**src/sv/morse_key_symbol_assembler_macros.svh**
```systemverilog
// assertion macros used by the morse key symbol assembler tick core
`ifndef MORSE_KEY_SYMBOL_ASSEMBLER_MACROS_SVH
`define MORSE_KEY_SYMBOL_ASSEMBLER_MACROS_SVH

// same-cycle implication, checked outside reset
`define MSA_ASSERT_NOW(label, ante, cons, msg) \
    label: assert property (@(posedge i_clk) disable iff (!i_rst_n) (ante) |-> (cons)) \
        else $error(msg);

// next-cycle implication, checked outside reset
`define MSA_ASSERT_NEXT(label, ante, cons, msg) \
    label: assert property (@(posedge i_clk) disable iff (!i_rst_n) (ante) |=> (cons)) \
        else $error(msg);

`endif

```
**src/sv/msa_pkg.sv**
```systemverilog
// shared types and constants for the morse key symbol assembler
`timescale 1ns / 1ps

package msa_pkg;

    localparam int CFG_W  = 16;
    localparam int CODE_W = 2;
    localparam int IDX_W  = 2;

    typedef enum logic [IDX_W-1:0] {
        CFG_LONG_THR  = 2'd0,
        CFG_PAUSE_THR = 2'd1,
        CFG_LONG_CODE = 2'd2,
        CFG_SHORT_CODE = 2'd3
    } t_cfg_idx;

    typedef struct packed {
        logic [CFG_W-1:0]  long_thr;
        logic [CFG_W-1:0]  pause_thr;
        logic [CODE_W-1:0] long_code;
        logic [CODE_W-1:0] short_code;
    } t_cfg;

    localparam logic [CFG_W-1:0]  LONG_THR_RST   = 16'd3;
    localparam logic [CFG_W-1:0]  PAUSE_THR_RST  = 16'd6;
    localparam logic [CODE_W-1:0] LONG_CODE_RST  = 2'd2;
    localparam logic [CODE_W-1:0] SHORT_CODE_RST = 2'd1;

endpackage

```
**src/sv/msa_cfg_regs.sv**
```systemverilog
// configuration register file of the morse key symbol assembler
`timescale 1ns / 1ps

module msa_cfg_regs (
    input  logic                  i_clk,
    input  logic                  i_rst_n,
    input  logic                  i_cfg_we,
    input  msa_pkg::t_cfg_idx     i_cfg_idx,
    input  logic [msa_pkg::CFG_W-1:0] i_cfg_data,
    output msa_pkg::t_cfg         o_cfg
);
    import msa_pkg::*;

    t_cfg r_cfg;

    always_ff @(posedge i_clk) begin
        if (!i_rst_n) begin
            r_cfg.long_thr   <= LONG_THR_RST;
            r_cfg.pause_thr  <= PAUSE_THR_RST;
            r_cfg.long_code  <= LONG_CODE_RST;
            r_cfg.short_code <= SHORT_CODE_RST;
        end else if (i_cfg_we) begin
            unique case (i_cfg_idx)
                CFG_LONG_THR:   r_cfg.long_thr   <= i_cfg_data;
                CFG_PAUSE_THR:  r_cfg.pause_thr  <= i_cfg_data;
                CFG_LONG_CODE:  r_cfg.long_code  <= i_cfg_data[CODE_W-1:0];
                CFG_SHORT_CODE: r_cfg.short_code <= i_cfg_data[CODE_W-1:0];
            endcase
        end
    end

    assign o_cfg = r_cfg;

endmodule

```
**src/sv/msa_tick_core.sv**
```systemverilog
// per-tick timing state and symbol word update
`timescale 1ns / 1ps
`include "morse_key_symbol_assembler_macros.svh"

module msa_tick_core #(
    parameter int MAX_SYMBOLS = 6,
    parameter int TICK_BITS   = 16,
    parameter int WORD_W      = 2 * MAX_SYMBOLS,
    parameter int CNT_W       = $clog2(MAX_SYMBOLS + 1)
) (
    input  logic              i_clk,
    input  logic              i_rst_n,
    input  logic              i_step,
    input  logic              i_key,
    input  msa_pkg::t_cfg     i_cfg,
    output logic              o_word_ready,
    output logic [WORD_W-1:0] o_code_bits,
    output logic [CNT_W-1:0]  o_symbols,
    output logic              o_key_held,
    output logic              o_word_pending
);
    import msa_pkg::*;

    localparam int CMP_W = (TICK_BITS > CFG_W) ? TICK_BITS : CFG_W;

    logic [TICK_BITS-1:0] r_tick, n_tick;
    logic [TICK_BITS-1:0] r_press, n_press;
    logic [TICK_BITS-1:0] r_release, n_release;
    logic                 r_in_press, n_in_press;
    logic                 r_await, n_await;
    logic [WORD_W-1:0]    r_word, n_word;
    logic [CNT_W-1:0]     r_sym_total, n_sym_total;

    logic                 press_edge;
    logic                 release_edge;
    logic [TICK_BITS-1:0] press_len;
    logic [TICK_BITS-1:0] idle_len;
    logic [CODE_W-1:0]    sym_code;
    logic                 pause_hit;
    logic [WORD_W-1:0]    app_word;
    logic [CNT_W-1:0]     app_total;

    always_comb begin
        press_edge   = !r_in_press && i_key;
        release_edge = r_in_press && !i_key;
        press_len    = r_tick - r_press;
        sym_code     = (CMP_W'(press_len) > CMP_W'(i_cfg.long_thr)) ?
                       i_cfg.long_code : i_cfg.short_code;

        // append, or wipe the word when it is already full
        app_word  = r_word;
        app_total = r_sym_total + CNT_W'(1);
        if (r_sym_total >= CNT_W'(MAX_SYMBOLS)) begin
            app_word  = '0;
            app_total = '0;
        end else begin
            for (int k = 0; k < MAX_SYMBOLS; k++) begin
                if (r_sym_total == CNT_W'(k)) begin
                    app_word[2*k +: CODE_W] = r_word[2*k +: CODE_W] | sym_code;
                end
            end
        end

        n_in_press  = r_in_press;
        n_press     = r_press;
        n_release   = r_release;
        n_await     = r_await;
        n_word      = r_word;
        n_sym_total = r_sym_total;

        if (press_edge) begin
            n_in_press = 1'b1;
            n_press    = r_tick;
            n_await    = 1'b0;
        end else if (release_edge) begin
            n_in_press  = 1'b0;
            n_release   = r_tick;
            n_await     = 1'b1;
            n_word      = app_word;
            n_sym_total = app_total;
        end

        idle_len  = r_tick - n_release;
        pause_hit = n_await && (CMP_W'(idle_len) > CMP_W'(i_cfg.pause_thr));

        o_word_ready = pause_hit;
        o_code_bits  = pause_hit ? n_word : '0;
        o_symbols    = pause_hit ? n_sym_total : '0;

        if (pause_hit) begin
            n_word      = '0;
            n_sym_total = '0;
            n_await     = 1'b0;
        end

        n_tick         = r_tick + TICK_BITS'(1);
        o_key_held     = n_in_press;
        o_word_pending = (n_word != '0);
    end

    always_ff @(posedge i_clk) begin
        if (!i_rst_n) begin
            r_tick      <= '0;
            r_press     <= '0;
            r_release   <= '0;
            r_in_press  <= 1'b0;
            r_await     <= 1'b0;
            r_word      <= '0;
            r_sym_total <= '0;
        end else if (i_step) begin
            r_tick      <= n_tick;
            r_press     <= n_press;
            r_release   <= n_release;
            r_in_press  <= n_in_press;
            r_await     <= n_await;
            r_word      <= n_word;
            r_sym_total <= n_sym_total;
        end
    end

    `MSA_ASSERT_NOW(a_count_bound, 1'b1, r_sym_total <= CNT_W'(MAX_SYMBOLS), "symbol count overflow")
    `MSA_ASSERT_NEXT(a_emit_clears, i_step && pause_hit, (r_word == '0) && (r_sym_total == '0) && !r_await, "word not cleared on emit")
    `MSA_ASSERT_NEXT(a_tick_holds, !i_step, $stable(r_tick) && $stable(r_word), "state moved without a tick")
    `MSA_ASSERT_NEXT(a_tick_advances, i_step, r_tick == TICK_BITS'($past(r_tick) + TICK_BITS'(1)), "tick count skipped")

endmodule

```
**src/sv/morse_key_symbol_assembler.sv**
```systemverilog
// Morse key symbol assembler: one key sample per tick request in, one status result out.
// Slave channel: each request is one timer tick, tdata[0] is the sampled key level.
// Master channel: one result per tick; tuser[0] flags a finished code word, tdata
// carries the word, its symbol count and the key and pending status.
// Config port: i_cfg_we/i_cfg_idx/i_cfg_data write long_threshold (0),
// pause_threshold (1), long_code (2) and short_code (3); write only while idle.
// An accepted request is captured in the input register; its result is computed
// from the input register and lands in the output register.
// Throughput: one request per cycle unless the master side stalls; the whole tick update
// is a single registered pass (two subtracts, two compares and the word append) between
// the two registers. If the master side stalls the output register holds its result, the
// input register takes one more request, then o_s_axis_tready drops until space frees.
// Reset (synchronous, active low) clears the tick counter, timestamps, word,
// both valid flags and loads the register defaults 3, 6, 2, 1.
`timescale 1ns / 1ps

module morse_key_symbol_assembler #(
    parameter int MAX_SYMBOLS = 6,
    parameter int TICK_BITS   = 16,
    parameter int WORD_W      = 2 * MAX_SYMBOLS,
    parameter int CNT_W       = $clog2(MAX_SYMBOLS + 1),
    parameter int OUT_W       = WORD_W + CNT_W + 2,
    parameter int OUT_BYTES_W = ((OUT_W + 7) / 8) * 8
) (
    input  logic                      i_clk,
    input  logic                      i_rst_n,
    // config write port
    input  logic                      i_cfg_we,
    input  msa_pkg::t_cfg_idx         i_cfg_idx,
    input  logic [msa_pkg::CFG_W-1:0] i_cfg_data,
    // tick requests
    input  logic                      i_s_axis_tvalid,
    output logic                      o_s_axis_tready,
    input  logic [7:0]                i_s_axis_tdata,  // [0] key_pressed
    // results
    output logic                      o_m_axis_tvalid,
    input  logic                      i_m_axis_tready,
    // code_bits, symbols_in_word, key_held, word_pending, zero pad
    output logic [OUT_BYTES_W-1:0]    o_m_axis_tdata,
    output logic                      o_m_axis_tuser   // [0] word_ready
);
    import msa_pkg::*;

    t_cfg cfg;

    logic                   r_in_valid;
    logic                   r_in_key;
    logic                   r_out_valid;
    logic                   r_out_user;
    logic [OUT_BYTES_W-1:0] r_out_data, n_out_data;
    logic                   advance;

    logic              word_ready;
    logic [WORD_W-1:0] code_bits;
    logic [CNT_W-1:0]  symbols;
    logic              key_held;
    logic              word_pending;

    msa_cfg_regs u_cfg (
        .i_clk      (i_clk),
        .i_rst_n    (i_rst_n),
        .i_cfg_we   (i_cfg_we),
        .i_cfg_idx  (i_cfg_idx),
        .i_cfg_data (i_cfg_data),
        .o_cfg      (cfg)
    );

    msa_tick_core #(
        .MAX_SYMBOLS (MAX_SYMBOLS),
        .TICK_BITS   (TICK_BITS),
        .WORD_W      (WORD_W),
        .CNT_W       (CNT_W)
    ) u_core (
        .i_clk          (i_clk),
        .i_rst_n        (i_rst_n),
        .i_step         (advance),
        .i_key          (r_in_key),
        .i_cfg          (cfg),
        .o_word_ready   (word_ready),
        .o_code_bits    (code_bits),
        .o_symbols      (symbols),
        .o_key_held     (key_held),
        .o_word_pending (word_pending)
    );

    // input stage moves on whenever the output register is free or being drained
    assign advance         = r_in_valid && (!r_out_valid || i_m_axis_tready);
    assign o_s_axis_tready = !r_in_valid || advance;

    always_comb begin
        n_out_data                          = '0;
        n_out_data[WORD_W-1:0]              = code_bits;
        n_out_data[WORD_W +: CNT_W]         = symbols;
        n_out_data[WORD_W + CNT_W]          = key_held;
        n_out_data[WORD_W + CNT_W + 1]      = word_pending;
    end

    always_ff @(posedge i_clk) begin
        if (!i_rst_n) begin
            r_in_valid  <= 1'b0;
            r_out_valid <= 1'b0;
        end else begin
            if (o_s_axis_tready) begin
                r_in_valid <= i_s_axis_tvalid;
            end
            if (advance) begin
                r_out_valid <= 1'b1;
            end else if (i_m_axis_tready) begin
                r_out_valid <= 1'b0;
            end
        end
    end

    always_ff @(posedge i_clk) begin
        if (o_s_axis_tready && i_s_axis_tvalid) begin
            r_in_key <= i_s_axis_tdata[0];
        end
        if (advance) begin
            r_out_user <= word_ready;
            r_out_data <= n_out_data;
        end
    end

    assign o_m_axis_tvalid = r_out_valid;
    assign o_m_axis_tdata  = r_out_data;
    assign o_m_axis_tuser  = r_out_user;

endmodule

```
**config.mk**
```make
export PLATFORM = sky130hd
export DESIGN_NAME = morse_key_symbol_assembler
export DESIGN_NICKNAME = d
export VERILOG_FILES = /design/src/sv/msa_pkg.sv /design/src/sv/msa_cfg_regs.sv /design/src/sv/msa_tick_core.sv /design/src/sv/morse_key_symbol_assembler.sv
export VERILOG_INCLUDE_DIRS = /design/src /design/src/sv
export SDC_FILE = /design/constraint.sdc
export NUM_CORES = 1
export LEC_CHECK = 0
export BUFFER_PORTS_ARGS = -buffer_cell sky130_fd_sc_hd__buf_2
export CAP_MARGIN = 20
export CELL_PAD_IN_SITES_DETAIL_PLACEMENT = 1
export CELL_PAD_IN_SITES_GLOBAL_PLACEMENT = 2
export CORE_ASPECT_RATIO = 0.75
export CORE_MARGIN = 2
export CORE_UTILIZATION = 34
export CTS_BUF_LIST = sky130_fd_sc_hd__clkbuf_16
export DETAILED_ROUTE_END_ITERATION = 7
export PLACE_DENSITY_LB_ADDON = 0.1
export SLEW_MARGIN = 40
export SYNTH_ARGS = -nofsm -noshare
export SYNTH_HDL_FRONTEND = slang
export SYNTH_SLANG_ARGS = --single-unit
export TNS_END_PERCENT = 30
```
**constraint.sdc**
```tcl
create_clock -name i_clk -period 5.2 [get_ports i_clk]
set_clock_uncertainty 0.2 [all_clocks]
set_input_delay 1.04 -clock i_clk [delete_from_list [all_inputs] [get_ports i_clk]]
set_output_delay 1.04 -clock i_clk [all_outputs]
set_load 0.01 [all_outputs]
```
# Word level (Yosys, flattened, before mapping)

Cells that the tools add are included.

Reductions and logical operators: 20
Add/sub/neg operators: 4
Magnitude comparators: 3
Eq/ne operators: 8
Mux-type cells: 24
Bitwise logic cells: 6

Operators by type and width:

| operator              | count |
|---|---|
| $mux 12               | 4 |
| $gt 16x16->1          | 2 |
| $mux 16               | 2 |
| $sub 16x16->16        | 2 |
| $add 16x1->16 const B | 1 |
| $mux 2                | 7 |
| $mux 3                | 4 |
| $or 2x2->2            | 6 |
| $reduce_bool 12->1    | 1 |
| $reduce_and 2->1      | 5 |
| $mux 1                | 7 |
| $eq 3x2->1 const B    | 2 |
| $eq 3x3->1 const B    | 2 |
| $logic_and 1x1->1     | 5 |
| $eq 2x2->1 const B    | 2 |
| $logic_not 1->1       | 4 |
| $add 3x1->3 const B   | 1 |
| $eq 3x1->1 const B    | 1 |
| $ge 3x3->1 const B    | 1 |
| $logic_not 3->1       | 1 |
| $eq 2x1->1 const B    | 1 |
| $logic_not 2->1       | 1 |
| $logic_or 1x1->1      | 2 |
| $reduce_bool 2->1     | 1 |

Flip-flop bits (word level): 122
Input port bits: 31
Word-level logic and storage cells: 82
Output and inout port bits: 27

# Depth between registers and ports, before layout

Word-level depth: 10
Gate-level depth with buffers: 24
Depth with buffers taken out: 22

# Modules after synthesis

From an unflattened synthesis, not the netlist that was laid out.

Cells, all modules: 868
Area, all modules: 7,387.1 um2

By module, submodules not included:

| module                     | seq. area each (um2) | area each (um2) | cells an instance | times used |
|---|---|---|---|---|
| msa_tick_core              | 1,301.2              | 5,246.3         | 691               | 1 |
| msa_cfg_regs               | 720.7                | 1,410.1         | 141               | 1 |
| morse_key_symbol_assembler | 610.6                | 730.7           | 36                | 1 |

# Worst setup path after synthesis

OpenSTA, ideal clock, no wires.

Path type: reg-to-reg
From: reg r_in_key
To: reg u_core.r_word[5]
Required time: 4.881 ns
Buffers on the path: 4
Clock period less this slack: 5.058 ns
Arrival: 4.739 ns
Cell stages (with the launch flop): 23
Slack: 0.142 ns
Setup time: 0.119 ns
Cells stage by stage: edfxtp_1 > nor2b_1 > clkbuf_1 > buf_2 > buf_2 > a21boi_0 > ha_1 > nor2b_1 > o31a_1 > nor3_2 > o31a_2 > a21oi_1 > a41o_1 > o41a_1 > xnor2_1 > ha_1 > nand4_1 > or2_1 > o311ai_2 > a21boi_2 > o21a_1 > buf_4 > nor2b_1

Longest elaborated chain between the ends: 8
Elaborated cells on any way between the ends: 13
Those cells by class: add/sub (1); order compare (1); mux (7); reduce/logical (4)

Ends and longest elaborated chain:

| what                   | RTL line                          | source |
|---|---|---|
| start, declared        | morse_key_symbol_assembler.sv:47  | `logic r_in_key;` |
| start signal, assigned | morse_key_symbol_assembler.sv:116 | `r_in_key <= i_s_axis_tdata[0];` |
| $logic_not 1->1        | msa_tick_core.sv:45               | `release_edge = r_in_press && !i_key;` |
| $logic_and 1x1->1      | msa_tick_core.sv:45               |  |
| $mux 16                | msa_tick_core.sv:75               | `end else if (release_edge) begin` |
| $mux 16                | msa_tick_core.sv:71               | `if (press_edge) begin` |
| $sub 16x16->16         | msa_tick_core.sv:83               | `idle_len = r_tick - n_release;` |
| $gt 16x16->1           | msa_tick_core.sv:84               | `pause_hit = n_await && (CMP_W'(idle_len) > CMP_W'(i_cfg.pause_thr));` |
| $logic_and 1x1->1      | msa_tick_core.sv:84               |  |
| $mux 12 (*)            | msa_tick_core.sv:90               | `if (pause_hit) begin` |
| end signal, assigned   | msa_tick_core.sv:116              | `r_word <= n_word;` |
| end, declared          | msa_tick_core.sv:31               | `logic [WORD_W-1:0] r_word, n_word;` |

Every way passes the cells marked *; elsewhere a longest branch is shown, timed or not.
A chain may end at the register's enable or synchronous reset.

# Worst setup path after layout

From: reg r_in_key
To: reg u_core.r_word[6]

The elaborated chain is that of the path after synthesis.

==> metrics.yaml <==
startpoint: "r_in_key"
maxCapViolations: 0
crit_fanout: 11
wl_mm: 22.42
grt-ovfl-total: 0
yosysTopAreaCell: "dfxtp_1"
cts_buffers: 17
antenna_found_initial: 0
drive_above_1_share_pct: 14.63
rr_endpoint: "u_core.r_word[6]"
worstSetupEndpoint: "u_core.r_word[6]"
syn_to_final_growth_pct: 17.70
dieArea_um2: 22950
yosys.area_share.simple_pct: 20.13
drt_iter0_markers: 258
synthArstFlopShare_pct: 0
r2r-start: "r_in_key"
slew_violations: 0
worst_ep_required_time_ns: 5.31
synth_ff_type: "dfxtp_1"
rsz0062_at_grt: "no"
clock-sinks: 122
synth_xor_area_share_pct: 4.739
synth.distinct_cells: 69
num-fill-cells: 2534
finalCriticalPeriod_ns: 4.963
ff2ff_path_depth: 20
ant_nets: 0
tightestPinTransition_ns: 0.7471
drc: 0
fin_tns_setup_ns: 0
outcome: "complete, no violations"
power.switching_mw: 0.6644
r2r_slack_ns: 0.24
combPwrFrac_pct: 13.1
grt.total_usage_pct: 20.20
leakage_nw: 3.450
viasPerCell: 5.049
grt_max_degree: 54
die_w_um: 174.3
swShare_pct: 26.51
gp_congestion: 0.8303
post-route-util_pct: 40.97
synth_area_leaders: "dfxtp_1 (28%), ha_1 (12%), nand2_1 (8.1%), edfxtp_1 (7.7%), a21boi_0 (6.2%)"
grt_pass1_wl_mm: 36.18
ys_warn_count: 0
htreeDepth: 4
max_freq_mhz: 201.5
fin_crit_sh_pct: 95.44
place_hpwl_mm: 17.06
dp.cells: 1198
clk_pin_slew_ns: 0.06
internal-power_mw: 1.842
synth_area_per_cell_um2: 8.487
synth_seq_cells: 122
path_class: "reg -> reg"
synth_fa_ha_area_share_pct: 12.05
yosysTopAreaCellShare_pct: 27.89
synth_most_common_cell: "nand2_1"
cts_tree: "built"
grt_pass1_vias: 6530
via_count: 6215
initial_core_util_pct: 34.81
min_path_type: "reg -> reg"
p_seq_share_pct: 39.6
synth_top_family_by_area: "simple AND/OR/NAND/NOR gates"
row_count: 46
synth_mux_area_share_pct: 3.047
worstSkewPairLatency_ns: 0.43
crit_arrival_ns: 5.07
ios: 58
numPortBuffers: 43
cp-start-kind: "flip-flop"
synth_edf_count: 19
synth_area_um2: 7392
postCtsHoldBufs: 0
antenna_cells: 0
irDropWorstVdd_mv: 0.1833
setup_violations: 0
core_area_um2: 21240
synth_compound_area_share_pct: 18.86
hold_viol_final: 0
synth_commonest_cells: "nand2_1 (160), dfxtp_1 (103), ha_1 (68)"
clock_path_buffers: 2
drtPass1Iterations: 4
die_h_um: 131.7
syn_inst: 871
seq_area_frac_synth_pct: 35.61
worstSetupEndpointType: "flip-flop"
pwr-share-clk_pct: 47.3
final_nets: 1031
stdcell_count: 1231
relSlewSlack_pct: 50.01
p_per_area_nw_per_um2: 288.0
wl_per_cell_um: 18.21
root_buffer: "clkbuf_16"
## kinds of logic after synthesis
| logic type | after synthesis |
|---|---|
| simple gates | 324 |
| compound gates | 193 |
| flops | 122 |
| buf+inv | 99 |
| fa+ha+maj | 70 |
| xor+xnor | 40 |
| mux | 22 |
| other cells | 1 |
## per-stage QoR
stage               instance area (µm²)  total power [mW]  hold slack, ns  worst slack (ns)
finish                             8701             2.506          0.2613            0.2374
global route                       8701             2.612          0.2941          0.002597
CTS                                8655             2.529          0.2672           0.07765
detailed placement                 8059             1.329          0.2590           0.01062
global placement                   8053             1.315          0.2518            0.1327
floorplan                          7415             1.225          0.2428            0.1418
## routing by layer
| layer | global-route usage (%) | share of wire, % |
|---|---|---|
| met4 | 4.528 | 0.97 |
| met5 | 0 | 0 |
| met1 | 30.84 | 55 |
| met3 | 3.819 | 2.6 |
| met2 | 28.99 | 41 |
## how the worst min path moves through the flow
stage	cells after the start	end	start
2_1_floorplan	2	u_core.r_release[2]	u_core.r_release[2]
3_3_place_gp	2	u_core.r_press[14]	u_core.r_press[14]
3_5_place_dp	2	u_cfg.o_cfg[31]	u_cfg.o_cfg[31]
4_1_cts	2	u_cfg.o_cfg[31]	u_cfg.o_cfg[31]
5_1_grt	2	u_core.r_press[3]	u_core.r_press[3]
6_report	2	u_cfg.o_cfg[31]	u_cfg.o_cfg[31]
## sequential cells by signal, summed over array words and instances, names as in the netlist
name	flops
u_core.r_press	16
o_m_axis_tuser	1
u_core.r_await	1
u_core.r_in_press	1
u_cfg.o_cfg	36
u_core.r_word	12
o_m_axis_tdata	17
u_core.r_sym_total	3
r_in_valid	1
u_core.r_tick	16
r_in_key	1
u_core.r_release	16
o_m_axis_tvalid	1
## cell usage in the layout (no fill, tap or decap), types with 5 or more instances in the layout
cell,n
buf_4,28
nor2b_1,18
nand2_1,159
nand3_1,15
inv_1,59
and3_1,8
a21oi_1,33
o211a_1,6
nor3_1,17
dfxtp_1,102
a21o_1,8
conb_1,7
o211ai_1,7
ha_1,66
o21ai_0,13
and2_1,18
buf_2,43
o21a_1,23
mux2i_1,19
nand2b_1,5
xnor2_1,38
nor4_1,5
nand4_1,10
or3_1,5
nor2_1,48
a21boi_0,58
edfxtp_1,19
a31oi_1,7
clkbuf_16,18
## area by class of cell
class / instances / area [µm²] / share of cell area, %
clock buffers: 18 / 450.4 / 5.177
clock inverters: 14 / 130.1 / 1.496
inverters: 58 / 217.7 / 2.502
multi-input cells: 656 / 4429 / 50.91
flip-flops and latches: 122 / 2634 / 30.27
well taps: 288 / 360.3 / 4.142
repair buffers: 75 / 479.2 / 5.508
## power groups by stage
stage               sequential [mW]  combinational (mW)  clock (mW)
floorplan                      1.01               0.212           0
global placement               1.01               0.304           0
detailed placement             1.01               0.316           0
CTS                           0.993               0.323        1.21
global route                  0.996               0.363        1.25
finish                        0.993               0.328        1.18
## worst max-delay path, stage by stage (launching register included)
cell	delay [ns]
edfxtp_1	0.53
nor2b_4	0.25
buf_4	0.15
a21boi_2	0.06
ha_1	0.26
nor2b_1	0.14
o31a_1	0.28
nor3_2	0.16
o31a_2	0.18
a21oi_1	0.10
a41o_1	0.22
o41a_1	0.33
xnor2_1	0.16
ha_1	0.32
nand4_1	0.13
or2_1	0.31
o311ai_4	0.41
a21boi_2	0.15
o21a_1	0.23
buf_12	0.14
nor2b_1	0.12
## what timing repair did
| action | 4_1_cts | 5_1_grt |
|---|---|---|
| pin swaps | 0 | 8 |
| endpoints found under the hold margin | 0 | 0 |
| buffers inserted | 0 | 1 |
| gates resized for setup | 3 | 20 |
| endpoints found under the setup margin | 2 | 32 |
No activity file was read; power rests on OpenSTA's default activity.
